===== config.mk =====
export PLATFORM = sky130hd
export DESIGN_NAME = rtp_header_parser_top
export DESIGN_NICKNAME = d
export VERILOG_FILES = /design/src/rtl/rhp_pkg.sv /design/src/rtl/rhp_capture.sv /design/src/rtl/rhp_result.sv /design/src/rtl/rtp_header_parser_top.sv
export SDC_FILE = /design/constraint.sdc
export NUM_CORES = 1
export LEC_CHECK = 0
export ABC_CLOCK_PERIOD_IN_PS = 16400
export BUFFER_PORTS_ARGS = -buffer_cell sky130_fd_sc_hd__buf_4
export CAP_MARGIN = 25
export CORE_ASPECT_RATIO = 0.75
export CORE_MARGIN = 2
export CORE_UTILIZATION = 50
export DETAILED_ROUTE_END_ITERATION = 8
export PLACE_DENSITY = 0.71
export SLEW_MARGIN = 10
export SYNTH_ARGS = -nofsm -noshare
export SYNTH_HDL_FRONTEND = slang
export SYNTH_HIERARCHICAL = 1
export SYNTH_SLANG_ARGS = --single-unit

===== constraint.sdc =====
create_clock -name clk_i -period 16.4 [get_ports clk_i]
set_input_delay 3.28 -clock clk_i [delete_from_list [all_inputs] [get_ports clk_i]]
set_output_delay 3.28 -clock clk_i [all_outputs]
set_load 0.02 [all_outputs]

===== src/rtl/rhp_pkg.sv =====
// ----------------------------------------------------------------------------
// RTP header parser package
// Shared types and constants for the RTP fixed-header parser.
// ----------------------------------------------------------------------------
package rhp_pkg;

  // Size of the RTP fixed header in bytes.
  localparam int unsigned FixedHdrBytes = 12;
  // Byte offset of the extension word count, less four bytes per CSRC word.
  localparam int unsigned ExtLenOffset  = 14;
  // The only RTP version that is accepted.
  localparam logic [1:0]  RtpVersion    = 2'd2;

  // Result status codes.
  typedef enum logic [2:0] {
    ST_OK       = 3'd0,
    ST_SHORT    = 3'd1,
    ST_VERSION  = 3'd2,
    ST_TRUNC    = 3'd3,
    ST_OVERSIZE = 3'd4
  } status_e;

  // Header words and trailer byte of one complete packet.
  typedef struct packed {
    logic [31:0] first_word;
    logic [31:0] time_word;
    logic [31:0] source_word;
    logic [15:0] ext_words;
    logic [7:0]  pad_byte;
  } snap_t;

endpackage


===== src/rtl/rhp_capture.sv =====
// ----------------------------------------------------------------------------
// RTP header parser: byte capture
// Counts packet bytes, captures the fixed header and the extension length,
// and hands a snapshot of each finished packet to the evaluation stage.
// ----------------------------------------------------------------------------
module rhp_capture #(
  parameter int unsigned LENGTH_WIDTH = 16
) (
  input  logic                    clk_i,
  input  logic                    rst_ni,
  input  logic                    in_valid_i,
  output logic                    in_stall_o,
  input  logic [7:0]              data_byte_i,
  input  logic                    is_last_i,
  input  logic                    snap_ready_i,
  output logic                    snap_valid_o,
  output logic [LENGTH_WIDTH:0]   snap_size_o,
  output rhp_pkg::snap_t          snap_o
);
  import rhp_pkg::*;

  localparam int unsigned CntW = LENGTH_WIDTH + 1;

  logic [CntW-1:0] idx_q, idx_d;
  logic [31:0]     first_q, first_d;
  logic [31:0]     time_q, time_d;
  logic [31:0]     source_q, source_d;
  logic [15:0]     ext_q, ext_d;
  logic [6:0]      ext_pos;
  logic            ext_hit;
  logic            accept;
  logic            snap_load;
  logic            snap_adv;
  logic            snap_v_q;
  logic [CntW-1:0] snap_size_q;
  snap_t           snap_q;

  // A finished packet waits in the snapshot register until the result stage
  // takes it; the input is held only while that register cannot drain.
  assign snap_adv   = snap_v_q && snap_ready_i;
  assign in_stall_o = snap_v_q && !snap_ready_i;
  assign accept     = in_valid_i && !in_stall_o;
  assign snap_load  = accept && is_last_i;

  // Position of the extension length field, two bytes past the end of the CSRC list.
  assign ext_pos = 7'(ExtLenOffset) + {1'b0, first_q[27:24], 2'b00};
  assign ext_hit = first_q[28] &&
                   ((idx_q == CntW'(ext_pos)) || (idx_q == CntW'(ext_pos) + CntW'(1)));

  // Next value of the capture state for the beat on the input.
  always_comb begin
    first_d  = first_q;
    time_d   = time_q;
    source_d = source_q;
    ext_d    = ext_q;
    if (idx_q < CntW'(4)) begin
      first_d = {first_q[23:0], data_byte_i};
    end else if (idx_q < CntW'(8)) begin
      time_d = {time_q[23:0], data_byte_i};
    end else if (idx_q < CntW'(FixedHdrBytes)) begin
      source_d = {source_q[23:0], data_byte_i};
    end else if (ext_hit) begin
      ext_d = {ext_q[7:0], data_byte_i};
    end
    // The count stops once it has passed the largest legal length.
    idx_d = idx_q[CntW-1] ? idx_q : idx_q + CntW'(1);
  end

  // Capture state; it clears after the final beat of each packet.
  always_ff @(posedge clk_i or negedge rst_ni) begin
    if (!rst_ni) begin
      idx_q    <= '0;
      first_q  <= '0;
      time_q   <= '0;
      source_q <= '0;
      ext_q    <= '0;
    end else if (accept) begin
      if (is_last_i) begin
        idx_q    <= '0;
        first_q  <= '0;
        time_q   <= '0;
        source_q <= '0;
        ext_q    <= '0;
      end else begin
        idx_q    <= idx_d;
        first_q  <= first_d;
        time_q   <= time_d;
        source_q <= source_d;
        ext_q    <= ext_d;
      end
    end
  end

  // Snapshot valid flag.
  always_ff @(posedge clk_i or negedge rst_ni) begin
    if (!rst_ni) begin
      snap_v_q <= 1'b0;
    end else if (snap_load) begin
      snap_v_q <= 1'b1;
    end else if (snap_adv) begin
      snap_v_q <= 1'b0;
    end
  end

  // Snapshot payload: the final beat is folded in as it is stored.
  always_ff @(posedge clk_i) begin
    if (snap_load) begin
      snap_size_q        <= idx_d;
      snap_q.first_word  <= first_d;
      snap_q.time_word   <= time_d;
      snap_q.source_word <= source_d;
      snap_q.ext_words   <= ext_d;
      snap_q.pad_byte    <= data_byte_i;
    end
  end

  assign snap_valid_o = snap_v_q;
  assign snap_size_o  = snap_size_q;
  assign snap_o       = snap_q;

endmodule


===== src/rtl/rhp_result.sv =====
// ----------------------------------------------------------------------------
// RTP header parser: result evaluation
// Checks a packet snapshot, works out payload offset and length, and holds
// the result in the output register until the receiver takes it.
// ----------------------------------------------------------------------------
module rhp_result #(
  parameter int unsigned LENGTH_WIDTH = 16
) (
  input  logic                  clk_i,
  input  logic                  rst_ni,
  input  logic                  snap_valid_i,
  output logic                  snap_ready_o,
  input  logic [LENGTH_WIDTH:0] snap_size_i,
  input  rhp_pkg::snap_t        snap_i,
  output logic                  out_valid_o,
  input  logic                  out_stall_i,
  output logic [2:0]            status_o,
  output logic                  padding_flag_o,
  output logic                  extension_flag_o,
  output logic [3:0]            csrc_count_o,
  output logic                  marker_o,
  output logic [6:0]            media_type_o,
  output logic [15:0]           sequence_res_o,
  output logic [31:0]           timestamp_o,
  output logic [31:0]           ssrc_o,
  output logic [15:0]           payload_offset_o,
  output logic [15:0]           payload_length_o
);
  import rhp_pkg::*;

  localparam int unsigned CntW  = LENGTH_WIDTH + 1;
  // Wide enough for the header, a full extension and the padding count.
  localparam int unsigned NeedW = ((CntW > 19) ? CntW : 19) + 1;

  logic [NeedW-1:0] size_w;
  logic [NeedW-1:0] hdr_len;
  logic [NeedW-1:0] need_len;
  logic [NeedW-1:0] plen;
  logic [7:0]       pad_cnt;
  logic             pbit, xbit;
  logic [3:0]       ccnt;
  status_e          status;
  logic             adv;
  logic             out_v_q;
  logic [2:0]       status_q;
  logic [31:0]      first_q, time_q, source_q;
  logic [15:0]      offset_q, plen_q;

  assign pbit = snap_i.first_word[29];
  assign xbit = snap_i.first_word[28];
  assign ccnt = snap_i.first_word[27:24];

  // Header length, then everything that must fit before the payload ends.
  assign size_w  = NeedW'(snap_size_i);
  assign pad_cnt = (snap_i.pad_byte == 8'd0) ? 8'd1 : snap_i.pad_byte;
  assign hdr_len = NeedW'(FixedHdrBytes) + (NeedW'(ccnt) << 2) +
                   (xbit ? (NeedW'(4) + (NeedW'(snap_i.ext_words) << 2)) : '0);
  assign need_len = hdr_len + (pbit ? NeedW'(pad_cnt) : '0);
  assign plen     = size_w - need_len;

  // Checks in order of precedence.
  always_comb begin
    priority if (snap_size_i[CntW-1]) begin
      status = ST_OVERSIZE;
    end else if (snap_size_i < CntW'(FixedHdrBytes)) begin
      status = ST_SHORT;
    end else if (snap_i.first_word[31:30] != RtpVersion) begin
      status = ST_VERSION;
    end else if (size_w < need_len) begin
      status = ST_TRUNC;
    end else begin
      status = ST_OK;
    end
  end

  assign adv          = snap_valid_i && snap_ready_o;
  assign snap_ready_o = !out_v_q || !out_stall_i;

  // Output beat valid.
  always_ff @(posedge clk_i or negedge rst_ni) begin
    if (!rst_ni) begin
      out_v_q <= 1'b0;
    end else if (adv) begin
      out_v_q <= 1'b1;
    end else if (!out_stall_i) begin
      out_v_q <= 1'b0;
    end
  end

  // Output payload; a short packet reports all header fields as zero.
  always_ff @(posedge clk_i) begin
    if (adv) begin
      status_q <= 3'(status);
      if (status == ST_SHORT) begin
        first_q  <= '0;
        time_q   <= '0;
        source_q <= '0;
      end else begin
        first_q  <= snap_i.first_word;
        time_q   <= snap_i.time_word;
        source_q <= snap_i.source_word;
      end
      if (status == ST_OK) begin
        offset_q <= hdr_len[15:0];
        plen_q   <= plen[15:0];
      end else begin
        offset_q <= '0;
        plen_q   <= '0;
      end
    end
  end

  assign out_valid_o      = out_v_q;
  assign status_o         = status_q;
  assign padding_flag_o   = first_q[29];
  assign extension_flag_o = first_q[28];
  assign csrc_count_o     = first_q[27:24];
  assign marker_o         = first_q[23];
  assign media_type_o     = first_q[22:16];
  assign sequence_res_o   = first_q[15:0];
  assign timestamp_o      = time_q;
  assign ssrc_o           = source_q;
  assign payload_offset_o = offset_q;
  assign payload_length_o = plen_q;

endmodule


===== src/rtl/rtp_header_parser_top.sv =====
// ----------------------------------------------------------------------------
// RTP header parser, top level
// Parses an RTP packet streamed one byte per beat and reports its header.
// ----------------------------------------------------------------------------
// Usage:
//   The input channel carries one packet byte per beat, with is_last_i high
//   on the final byte. Bytes are taken at one per cycle while in_valid_i is
//   high and in_stall_o is low. The output channel carries one result beat
//   per packet: status, header fields, payload offset and payload length.
//   The final byte passes through the snapshot register and then the output
//   register before out_valid_o rises. A new packet may start in the cycle
//   after a final byte, so back-to-back packets of any length, even one
//   byte, run at full rate while out_stall_i is low.
//   When the receiver stalls, the result holds and one more finished packet
//   waits in the snapshot register; only then does in_stall_o rise.
//   Reset clears the byte count, the captured header and both valid flags.
//   LENGTH_WIDTH sets the longest legal packet, 2^LENGTH_WIDTH - 1 bytes.
// ----------------------------------------------------------------------------
module rtp_header_parser_top #(
  parameter int unsigned LENGTH_WIDTH = 16
) (
  input  logic        clk_i,
  input  logic        rst_ni,
  input  logic        in_valid_i,
  output logic        in_stall_o,
  input  logic [7:0]  data_byte_i,
  input  logic        is_last_i,
  output logic        out_valid_o,
  input  logic        out_stall_i,
  output logic [2:0]  status_o,
  output logic        padding_flag_o,
  output logic        extension_flag_o,
  output logic [3:0]  csrc_count_o,
  output logic        marker_o,
  output logic [6:0]  media_type_o,
  output logic [15:0] sequence_res_o,
  output logic [31:0] timestamp_o,
  output logic [31:0] ssrc_o,
  output logic [15:0] payload_offset_o,
  output logic [15:0] payload_length_o
);
  import rhp_pkg::*;

  logic                  snap_valid;
  logic                  snap_ready;
  logic [LENGTH_WIDTH:0] snap_size;
  snap_t                 snap;

  // Byte capture and packet snapshot.
  rhp_capture #(
    .LENGTH_WIDTH (LENGTH_WIDTH)
  ) u_capture (
    .clk_i        (clk_i),
    .rst_ni       (rst_ni),
    .in_valid_i   (in_valid_i),
    .in_stall_o   (in_stall_o),
    .data_byte_i  (data_byte_i),
    .is_last_i    (is_last_i),
    .snap_ready_i (snap_ready),
    .snap_valid_o (snap_valid),
    .snap_size_o  (snap_size),
    .snap_o       (snap)
  );

  // Checks and output register.
  rhp_result #(
    .LENGTH_WIDTH (LENGTH_WIDTH)
  ) u_result (
    .clk_i            (clk_i),
    .rst_ni           (rst_ni),
    .snap_valid_i     (snap_valid),
    .snap_ready_o     (snap_ready),
    .snap_size_i      (snap_size),
    .snap_i           (snap),
    .out_valid_o      (out_valid_o),
    .out_stall_i      (out_stall_i),
    .status_o         (status_o),
    .padding_flag_o   (padding_flag_o),
    .extension_flag_o (extension_flag_o),
    .csrc_count_o     (csrc_count_o),
    .marker_o         (marker_o),
    .media_type_o     (media_type_o),
    .sequence_res_o   (sequence_res_o),
    .timestamp_o      (timestamp_o),
    .ssrc_o           (ssrc_o),
    .payload_offset_o (payload_offset_o),
    .payload_length_o (payload_length_o)
  );

endmodule

* Word level (Yosys, flattened, before mapping)
Cells that the tools add are included.
** Storage, ports and cells
- Bits in registers :: 397
- Latch bits :: 0
- Bits in writable memories :: 0
- Bits in read-only memories :: 0
- Input bits :: 13
- Output and inout bits :: 131
- Word-level logic and storage cells :: 78
- Memories :: 0
** Operators by class
- $add $sub $neg :: 8
- Multiply operators :: 0
- Div/mod/pow operators :: 0
- $lt $le $gt $ge :: 5
- Equal/unequal tests :: 5
- Shifts and indexed selects :: 0
- Muxes and demuxes :: 27
- Bitwise operators :: 0
- Reductions and logical operators :: 14
** Operators with widths (count)
- 2-to-1 mux 32 bit :: 9
- 2-to-1 mux 16 bit :: 5
- < comparator 17 x 4 -> 1 bit (second input constant) :: 3
- 2-to-1 mux 17 bit :: 2
- adder 20 bit :: 1
- adder 20 x 8 -> 20 bit :: 1
- < comparator 17 x 20 -> 1 bit :: 1
- adder 3 x 18 -> 19 bit (first input constant) :: 1
- 2-to-1 mux 19 bit :: 1
- adder 17 x 1 -> 17 bit (second input constant) :: 1
- equality test 17 bit :: 1
- equality test 17 x 7 -> 1 bit :: 1
- < comparator 17 x 3 -> 1 bit (second input constant) :: 1
- 2-to-1 mux 8 bit :: 2
- subtractor 16 bit :: 1
- adder 4 x 6 -> 7 bit (first input constant) :: 2
- 2-to-1 mux 3 bit :: 3
- adder 7 x 1 -> 8 bit (second input constant) :: 1
- zero test 8 bit :: 1
- logical AND 1 bit :: 5
- zero test 1 bit :: 4
- 2-to-1 mux 1 bit :: 4
- equality test 3 x 1 -> 1 bit (second input constant) :: 1
- zero test 3 bit :: 1
- 5 further kinds :: 6

* Logic depth before layout (Yosys ltp)
Gate-level depths: netlist (run 1).
- Word-level depth :: 10
- Gate-level depth with buffers :: 29
- Gate-level depth less buffers :: 27

* Modules after synthesis
The synthesis (run 1) kept the hierarchy.
** By module, submodules not included
- rhp_capture :: times used 1, cells each 937, area an instance 11890.2 um^2, sequential area each 7367.1 um^2
- rhp_result :: times used 1, cells each 614, area an instance 7259.5 um^2, sequential area each 3838.7 um^2

* Worst setup path after synthesis (run 1)
No wires, ideal clock.
- Kind :: in2reg
- Start :: in out_stall_i
- End :: reg u_capture.snap_q (netlist bit u_capture/snap_o[0]) (enable)
- Setup time :: 0.490 ns
- Arrival :: 6.696 ns
- Data required time :: 15.910 ns
- Setup slack :: 9.214 ns
- Cell stages on the path :: 6
- Buffers on the path :: 1
- Path through :: nand2_1 -> nand2b_1 -> and2_1 -> clkbuf_1 -> nand2_1 -> inv_1
** Between the ends
- Cells in the longest elaborated chain, start to end :: 7
** Ends and longest elaborated chain
- start, declared :: RTL line rtp_header_parser_top.sv:29 : input logic out_stall_i,
- zero test 1 bit :: RTL line rhp_result.sv:77 : assign snap_ready_o = !out_v_q || !out_stall_i;
- logical OR 1 bit :: RTL line rhp_result.sv:77
- zero test 1 bit :: RTL line rhp_capture.sv:41 : assign in_stall_o = snap_v_q && !snap_ready_i;
- logical AND 1 bit :: RTL line rhp_capture.sv:41
- zero test 1 bit :: RTL line rhp_capture.sv:42 : assign accept = in_valid_i && !in_stall_o;
- logical AND 1 bit :: RTL line rhp_capture.sv:42
- logical AND 1 bit :: RTL line rhp_capture.sv:43 : assign snap_load = accept && is_last_i;
- net u_capture.snap_load :: RTL line rhp_capture.sv:32 : logic snap_load;
- end, declared :: RTL line rhp_capture.sv:36 : snap_t snap_q;
The timed path passes the listed nets, and every way through them passes these cells.
A chain may end at the register's enable or synchronous reset.

* Worst setup path after layout (run 1)
- Start :: in out_stall_i
- End :: out in_stall_o
** Between the ends
- Cells in the longest elaborated chain, start to end :: 4
** Ends and longest elaborated chain
- zero test 1 bit :: RTL line rhp_result.sv:77
- logical OR 1 bit :: RTL line rhp_result.sv:77
- net snap_ready :: RTL line rtp_header_parser_top.sv:45 : logic snap_ready;
- zero test 1 bit :: RTL line rhp_capture.sv:41
- logical AND 1 bit :: RTL line rhp_capture.sv:41
- end, declared :: RTL line rtp_header_parser_top.sv:25 : output logic in_stall_o,
The timed path passes the listed nets, and every way through them passes these cells.

==> results of run 1 <==
cells in the mapped netlist (5+ instances only):
cell type                    n  area share (%)
sky130_fd_sc_hd__a211oi_1    8            0.31
sky130_fd_sc_hd__a21o_1      6            0.24
sky130_fd_sc_hd__a21oi_1    14            0.37
sky130_fd_sc_hd__a22oi_1    97             3.8
sky130_fd_sc_hd__a31oi_1     5            0.16
sky130_fd_sc_hd__and2_1    108             3.5
sky130_fd_sc_hd__and3_1      8            0.26
sky130_fd_sc_hd__and4_1     10            0.46
sky130_fd_sc_hd__buf_2      29            0.76
sky130_fd_sc_hd__buf_4       6            0.24
sky130_fd_sc_hd__buf_6       5            0.29
sky130_fd_sc_hd__clkbuf_1   56             1.1
sky130_fd_sc_hd__dfrtp_1   131              17
sky130_fd_sc_hd__edfxtp_1  264              41
sky130_fd_sc_hd__ha_1       35             2.3
sky130_fd_sc_hd__inv_1      37            0.73
sky130_fd_sc_hd__mux2_2     86             5.1
sky130_fd_sc_hd__mux2_4     28             2.2
sky130_fd_sc_hd__mux2i_1    10            0.52
sky130_fd_sc_hd__nand2_1   177             3.5
sky130_fd_sc_hd__nand2b_1   12            0.39
sky130_fd_sc_hd__nand3_1    37            0.97
sky130_fd_sc_hd__nand4_1     6            0.20
sky130_fd_sc_hd__nor2_1     27            0.53
sky130_fd_sc_hd__nor2b_1     7            0.23
sky130_fd_sc_hd__nor3_1     13            0.34
sky130_fd_sc_hd__nor3_2     21             1.1
sky130_fd_sc_hd__nor4_1     10            0.33
sky130_fd_sc_hd__o21a_1     10            0.39
sky130_fd_sc_hd__o21ai_0   106             2.8
sky130_fd_sc_hd__o21ai_1    19            0.50
sky130_fd_sc_hd__o221ai_1   16            0.73
sky130_fd_sc_hd__o22ai_1     5            0.16
sky130_fd_sc_hd__o31ai_1     5            0.20
sky130_fd_sc_hd__xnor2_1    36             1.6
sky130_fd_sc_hd__xor2_1     23             1.1
worst reg2reg max path, delay by kind of cell (launching register included):
family	cells	cell delay [ns]
flops	1	0.48
mux	1	0.43
buf+inv	3	0.36
xor+xnor	2	0.40
compound gates	8	1.00
simple gates	8	1.55
fa+ha+maj	5	1.93
cells by family (layout without fill, tap and decap cells):
logic type                 count (synthesis)  count (layout)  synth area share (%)
and+or+nand+nor                          470             470                  13.5
DFF                                      395             395                  58.5
AOI/OAI and AO/OA                        324             324                  11.3
buffers and inverters                    136             272                  3.18
muxes                                    126             126                  7.95
xor gates and xnor gates                  61              61                  2.91
adders and majority gates                 38              38                  2.60
other                                      1               3                0.0196
power by group:
part | internal, uW | total (uW) | switching [uW]
clock | 519 | 908 | 389
sequential | 1200 | 1310 | 102
combinational | 271 | 599 | 328
stage by stage:
step | power, uW | setup slack [ns] | hold WS [ns] | instances | cell area (sq um)
final | 2810 | 9.17 | 0.493 | 2201 | 22000
after CTS | 2830 | 9.19 | 0.496 | 2197 | 21900
after global placement | 1890 | 9.19 | 0.478 | 2120 | 20500
after floorplan | 1760 | 9.21 | 0.450 | 1552 | 19200
after global routing | 2950 | 9.08 | 0.514 | 2200 | 22000
after detailed placement | 1910 | 9.19 | 0.481 | 2122 | 20600
sequential cells by signal, indices dropped and copies added (netlist names), 17 cells and up:
name                   cells
u_capture/first_q         32
u_result/first_q          30
u_capture/time_q          32
u_capture/idx_q           17
u_capture/snap_o         120
u_capture/snap_size_o     17
u_result/timestamp_o      32
u_capture/source_q        32
u_result/ssrc_o           32
worst max path at each step:
stage,to,slack [ns],cells past startpoint
5_1_grt,in_stall_o,9.08,5
4_1_cts,in_stall_o,9.19,5
2_1_floorplan,u_capture/snap_o[0]$_DFFE_PP_,9.21,6
3_3_place_gp,in_stall_o,9.19,5
6_report,in_stall_o,9.17,5
3_5_place_dp,in_stall_o,9.19,5
layer usage:
layer | routed length (um) | share of wire, % | global-route usage [%] | up-vias
met3 | 2250 | 5.3 | 3.67 | 58
met5 | 0 | 0 | 0 | -
met4 | 850 | 2.0 | 5.46 | 0
met1 | 19900 | 47 | 31.4 | 6302
li1 | - | - | - | 5931
met2 | 19200 | 45 | 31.9 | 310
cell type report:
| class | instances | area [sq um] | share of cell area (%) |
|---|---|---|---|
| well taps | 512 | 641 | 2.92 |
| clock inverters | 22 | 185 | 0.843 |
| repair buffers | 159 | 1270 | 5.78 |
| flip-flops and latches | 395 | 11200 | 51.0 |
| clock buffers | 53 | 1120 | 5.11 |
| multi-input cells | 1021 | 7380 | 33.6 |
| diodes | 1 | 2.50 | 0.0114 |
| inverters | 38 | 148 | 0.672 |
==> impl_metrics.yaml, run 1 <==
logic_synthesis:
  synth-seq-area-share_pct: 58.5
  synthesis.area_per_instance_sq_um: 12.3
  ys_ff_latch: 395
  most_used_flip_flop_cell_after_synthesis: "sky130_fd_sc_hd__edfxtp_1"
  async_reset_ff_share_pct: 33.2
  synth-edff-count: 264
  cell_count_after_synthesis: 1551
  yosys_warn_count: 6
  syn_area_sq_mm: 0.0191
  synth.lib_cells_used.distinct: 83
detailed_routing:
  remaining_drc_errors: 0
  route.vias.total: 12600
  detailed_routing_iteration_count_for_the_pre_antenna_repair_pass: 5
  drt_first_iter_violations: 1231
  routedWlPerCell_um: 19.2
  postRouteWirelength_um: 42200
  drt.antenna.violating_nets: 0
  route.detailed.vias_per_inst: 5.73
global_routing:
  grt_antenna_before_repair: 0
  pin_count_of_the_biggest_net_entering_global_routing: 93
  globalRouteTotalUtil_pct: 21.0
  grt_pass1_vias: 12100
  grt_pass1_wl_um: 67100
  overflow: 0
floorplan:
  core_area_sq_mm: 0.0380
  start_util_pct: 50.4
  die_h_um: 173
  core_rows: 62
  io_pins: 144
  die_width_um: 230
  die_area_sq_mm: 0.0399
placement:
  detailedPlacementHpwl_um: 26500
  input_output_buffers: 141
  place.gp.congestion: 0.849
timing:
  final.min_clock_period_ns: 7.23
  post-route-period-util_pct: 44.1
  timing.final.max_slew_violations: 0
  timing.fmax_mhz: 138
  final.setup_skew_ns: 0.0168
  slew-limit-headroom_pct: 35.4
  totalNegativeSetupSlack_ns: 0
  worst-slew-pin-transition_ns: 0.967
  rsz0062_at_grt: "false"
  final-setup-viol-count: 0
  timing.final.hold_violations: 0
setup_path:
  crit_path_end_kind: "primary output"
  setup.reg_to_reg.worst_slack_ns: 9.98
  worst_path_max_delay_cell: "sky130_fd_sc_hd__nand2b_1"
  path_cells: "buf_4 -> nand2_1 -> nand2b_1 -> inv_1 -> buf_4"
  timing.setup.critical_path_class: "input pin to primary output"
  crit_fanout: 5
  cp_common_cell: "sky130_fd_sc_hd__buf_4"
  critPathLaunch: "out_stall_i"
  critical_path.top_delay_family: "simple AND/OR/NAND/NOR gates"
  timing.critical_path.buf_inv: 3
  setup.worst_path.start_class: "input pin"
  worst_ep_arrival_time_ns: 3.95
  worst_r2r_endpoint: "u_result/payload_length_o[4]$_SDFFCE_PP0P_"
  critical_path.reg2reg.startpoint: "u_capture/snap_o[8]$_DFFE_PP_"
  worst_stage_delay_on_the_critical_path_ns: 0.25
  worst_r2r_path_depth: 27
  critPathRequiredTime_ns: 13.12
pwr:
  p_leak_uw: 0.00853
  vdd.ir_drop.worst_mv: 0.0831
  power_density_mw_per_mm2: 128
hold_path:
  hold_path_depth: 1
  whs_endpoint: "u_result/out_valid_o$_DFFE_PN0P_"
  hp-class: "flip-flop to flip-flop"
  worst_hold_startpoint: "u_capture/snap_valid_o$_DFFE_PN0P_"
clock_tree:
  clk_latency_ns: 0.55
  cts.repair.resized: 0
  clock_sink_count: 395
  cts_setup_buffers: 0
  clk_pin_slew_ns: 0.06
  ctsLongestPathBuffers: 3
  total_clock_buffers_created_by_cts: 41
  cts-root-buf: "sky130_fd_sc_hd__clkbuf_16"
  h-tree-depth: 2
  tritoncts: "yes"
  holdBufCountCts: 0
cells_and_area:
  layout-drive-gt1-share_pct: 23.0
  design.final.nets: 1707
  num-fill-cells: 3022
  layout.cells.most_common: "sky130_fd_sc_hd__edfxtp_1"
  layout-area-overhead-vs-synth_pct: 14.7
  layout.cells.most_common_list: "264 x sky130_fd_sc_hd__edfxtp_1, 176 x sky130_fd_sc_hd__nand2_1, 153 x sky130_fd_sc_hd__buf_4"
  finish.utilization_pct: 57.8
run_status:
  result_of_the_run: "completed"
job:
  maxCapViolations: 0
No activity file was read; power rests on OpenSTA's default activity.
==> inputs of run 2 (changes only) <==
Settings changed: ABC_CLOCK_PERIOD_IN_PS 16400 to 6200, PLACE_DENSITY 0.71 to 0.74.
Clock period 16.4 ns to 6.2 ns, I/O delays scaled along.
==> impl_metrics.yaml, run 2 (same netlist as run 1, synthesis figures left out) <==
global_routing:
  grt_antenna_before_repair: 0
  globalRouteTotalUtil_pct: 21.6
  grt_pass1_vias: 12200
  overflow: 0
  grt_pass1_wl_um: 68600
  pin_count_of_the_biggest_net_entering_global_routing: 92
pwr:
  power_density_mw_per_mm2: 347
  vdd.ir_drop.worst_mv: 0.262
  p_leak_uw: 0.00871
  total_power_uw: 7780
clock_tree:
  clock_sink_count: 395
  h-tree-depth: 2
  tritoncts: "yes"
  total_clock_buffers_created_by_cts: 41
  cts-root-buf: "sky130_fd_sc_hd__clkbuf_16"
  clk_pin_slew_ns: 0.07
  ctsLongestPathBuffers: 3
  clk_latency_ns: 0.55
setup_path:
  crit_path_end_kind: "flip-flop"
  worst_stage_delay_on_the_critical_path_ns: 0.55
  critPathRequiredTime_ns: 6.47
  worst_path_max_delay_cell: "sky130_fd_sc_hd__fa_1"
  setup.worst_path.start_class: "flip-flop"
  crit_fanout: 8
  worst_ep_arrival_time_ns: 6.13
  timing.setup.critical_path_class: "flip-flop to flip-flop"
  cp_common_cell: "sky130_fd_sc_hd__inv_1"
detailed_routing:
  drt_first_iter_violations: 1255
  postRouteWirelength_um: 43600
  detailed_routing_iteration_count_for_the_pre_antenna_repair_pass: 5
  remaining_drc_errors: 0
  route.vias.total: 12800
  route.detailed.vias_per_inst: 5.78
  routedWlPerCell_um: 19.6
  drt.antenna.violating_nets: 0
cells_and_area:
  layout.cells.most_common_list: "264 x sky130_fd_sc_hd__edfxtp_1, 176 x sky130_fd_sc_hd__nand2_1, 166 x sky130_fd_sc_hd__buf_4"
  largest_register_ffs: 120
  layout-area-overhead-vs-synth_pct: 16.9
  design.final.nets: 1726
  num-fill-cells: 3004
  seqCellArea_sq_mm: 0.0112
  antennaDiodeCount: 0
  layout-drive-gt1-share_pct: 24.8
  multiInputGateArea_sq_mm: 0.00746
  layout.cells.most_common: "sky130_fd_sc_hd__edfxtp_1"
timing:
  worst-slew-pin-transition_ns: 1.04
  timing.final.hold_violations: 0
  final.min_clock_period_ns: 5.86
  timing.final.max_slew_violations: 0
  final.setup_skew_ns: 0.0205
  totalNegativeSetupSlack_ns: 0
  final-setup-viol-count: 0
  post-route-period-util_pct: 94.5
  slew-limit-headroom_pct: 30.5
  timing.fmax_mhz: 171
floorplan:
  die_area_sq_mm: 0.0399
  die_width_um: 230
  core_area_sq_mm: 0.0380
  die_h_um: 173
  io_pins: 144
  start_util_pct: 50.4
  core_rows: 62
placement:
  place.gp.congestion: 0.843
  input_output_buffers: 141
  detailedPlacementHpwl_um: 27500
hold_path:
  hp-class: "flip-flop to flip-flop"
run_status:
  result_of_the_run: "completed"
job:
  maxCapViolations: 0
-- run 2: changes by cell type in the layout (fill, tap and decap cells not counted), sizes merged --
cell,delta
buf,+20
bufinv,+6
clkbuf,+2
clkinv,-7
clkinvlp,-1
diode,-1
dlymetal6s2s,-1
inv,+1
-- run 2: power breakdown --
part	total [uW]	internal (uW)	switching, uW	leakage (uW)
Clock	2680	1660	1020	0.000734
Sequential	3460	3180	274	0.00433
Combinational	1640	751	892	0.00365
-- run 2: per-stage QoR --
step	instance area, sq um	worst slack [ns]	hold WS (ns)	std cells	utilization [%]
6_report	22400	0.342	0.501	2220	58.9
2_1_floorplan	19200	0.714	0.450	1552	-
3_5_place_dp	20700	0.248	0.495	2135	54.5
3_3_place_gp	20600	0.355	0.464	2133	54.3
4_1_cts	22200	0.178	0.505	2211	58.4
5_1_grt	22400	-0.0666	0.528	2220	58.9
-- run 2: critical path: cells and delay by family (launching register included) --
family,cells,cell delay (ns)
and+or+nand+nor,8,1.27
muxes,1,0.42
adders and majority gates,6,1.88
DFF,1,0.50
buffers and inverters,4,0.42
xor gates and xnor gates,1,0.18
AOI/OAI and AO/OA,8,0.90
-- run 2: layout make-up --
| cell class | count | area share, % |
|---|---|---|
| timing repair buffer | 178 | 6.50 |
| inverter | 38 | 0.648 |
| sequential | 395 | 50.1 |
| clock buffer | 55 | 5.19 |
| multi-input combinational | 1021 | 33.3 |
| clock inverter | 21 | 1.43 |
| tap | 512 | 2.86 |
-- run 2: final timing paths --
check                           cells past startpoint  slack, ns                          startpoint                                          end
min in group asynchronous                           1       0.76                              rst_ni              u_capture/ext_q[14]$_DFFE_PN0P_
max in group asynchronous                           2       4.26                              rst_ni            u_capture/first_q[17]$_DFFE_PN0P_
worst max register to register                     28       0.34       u_capture/snap_o[8]$_DFFE_PP_  u_result/payload_offset_o[11]$_SDFFCE_PP0P_
worst min-delay path                                1       0.50  u_capture/snap_valid_o$_DFFE_PN0P_             u_result/out_valid_o$_DFFE_PN0P_
worst max-delay path                               28       0.34       u_capture/snap_o[8]$_DFFE_PP_  u_result/payload_offset_o[11]$_SDFFCE_PP0P_
worst min register to register                      1       0.50  u_capture/snap_valid_o$_DFFE_PN0P_             u_result/out_valid_o$_DFFE_PN0P_
-- run 2: per-layer routing --
metal	vias to the layer above	global-route usage (%)	routed length [um]
li1	5985	-	-
met1	6380	32.2	20000
met2	411	32.7	20000
met3	62	3.72	2560
met4	0	5.91	1020
met5	-	0	0
-- run 2: what timing repair did --
item	in CTS	in global routing
endpoints found under the setup margin	0	32
resized for setup	0	24
setup buffers	0	6
hold buffers	0	0
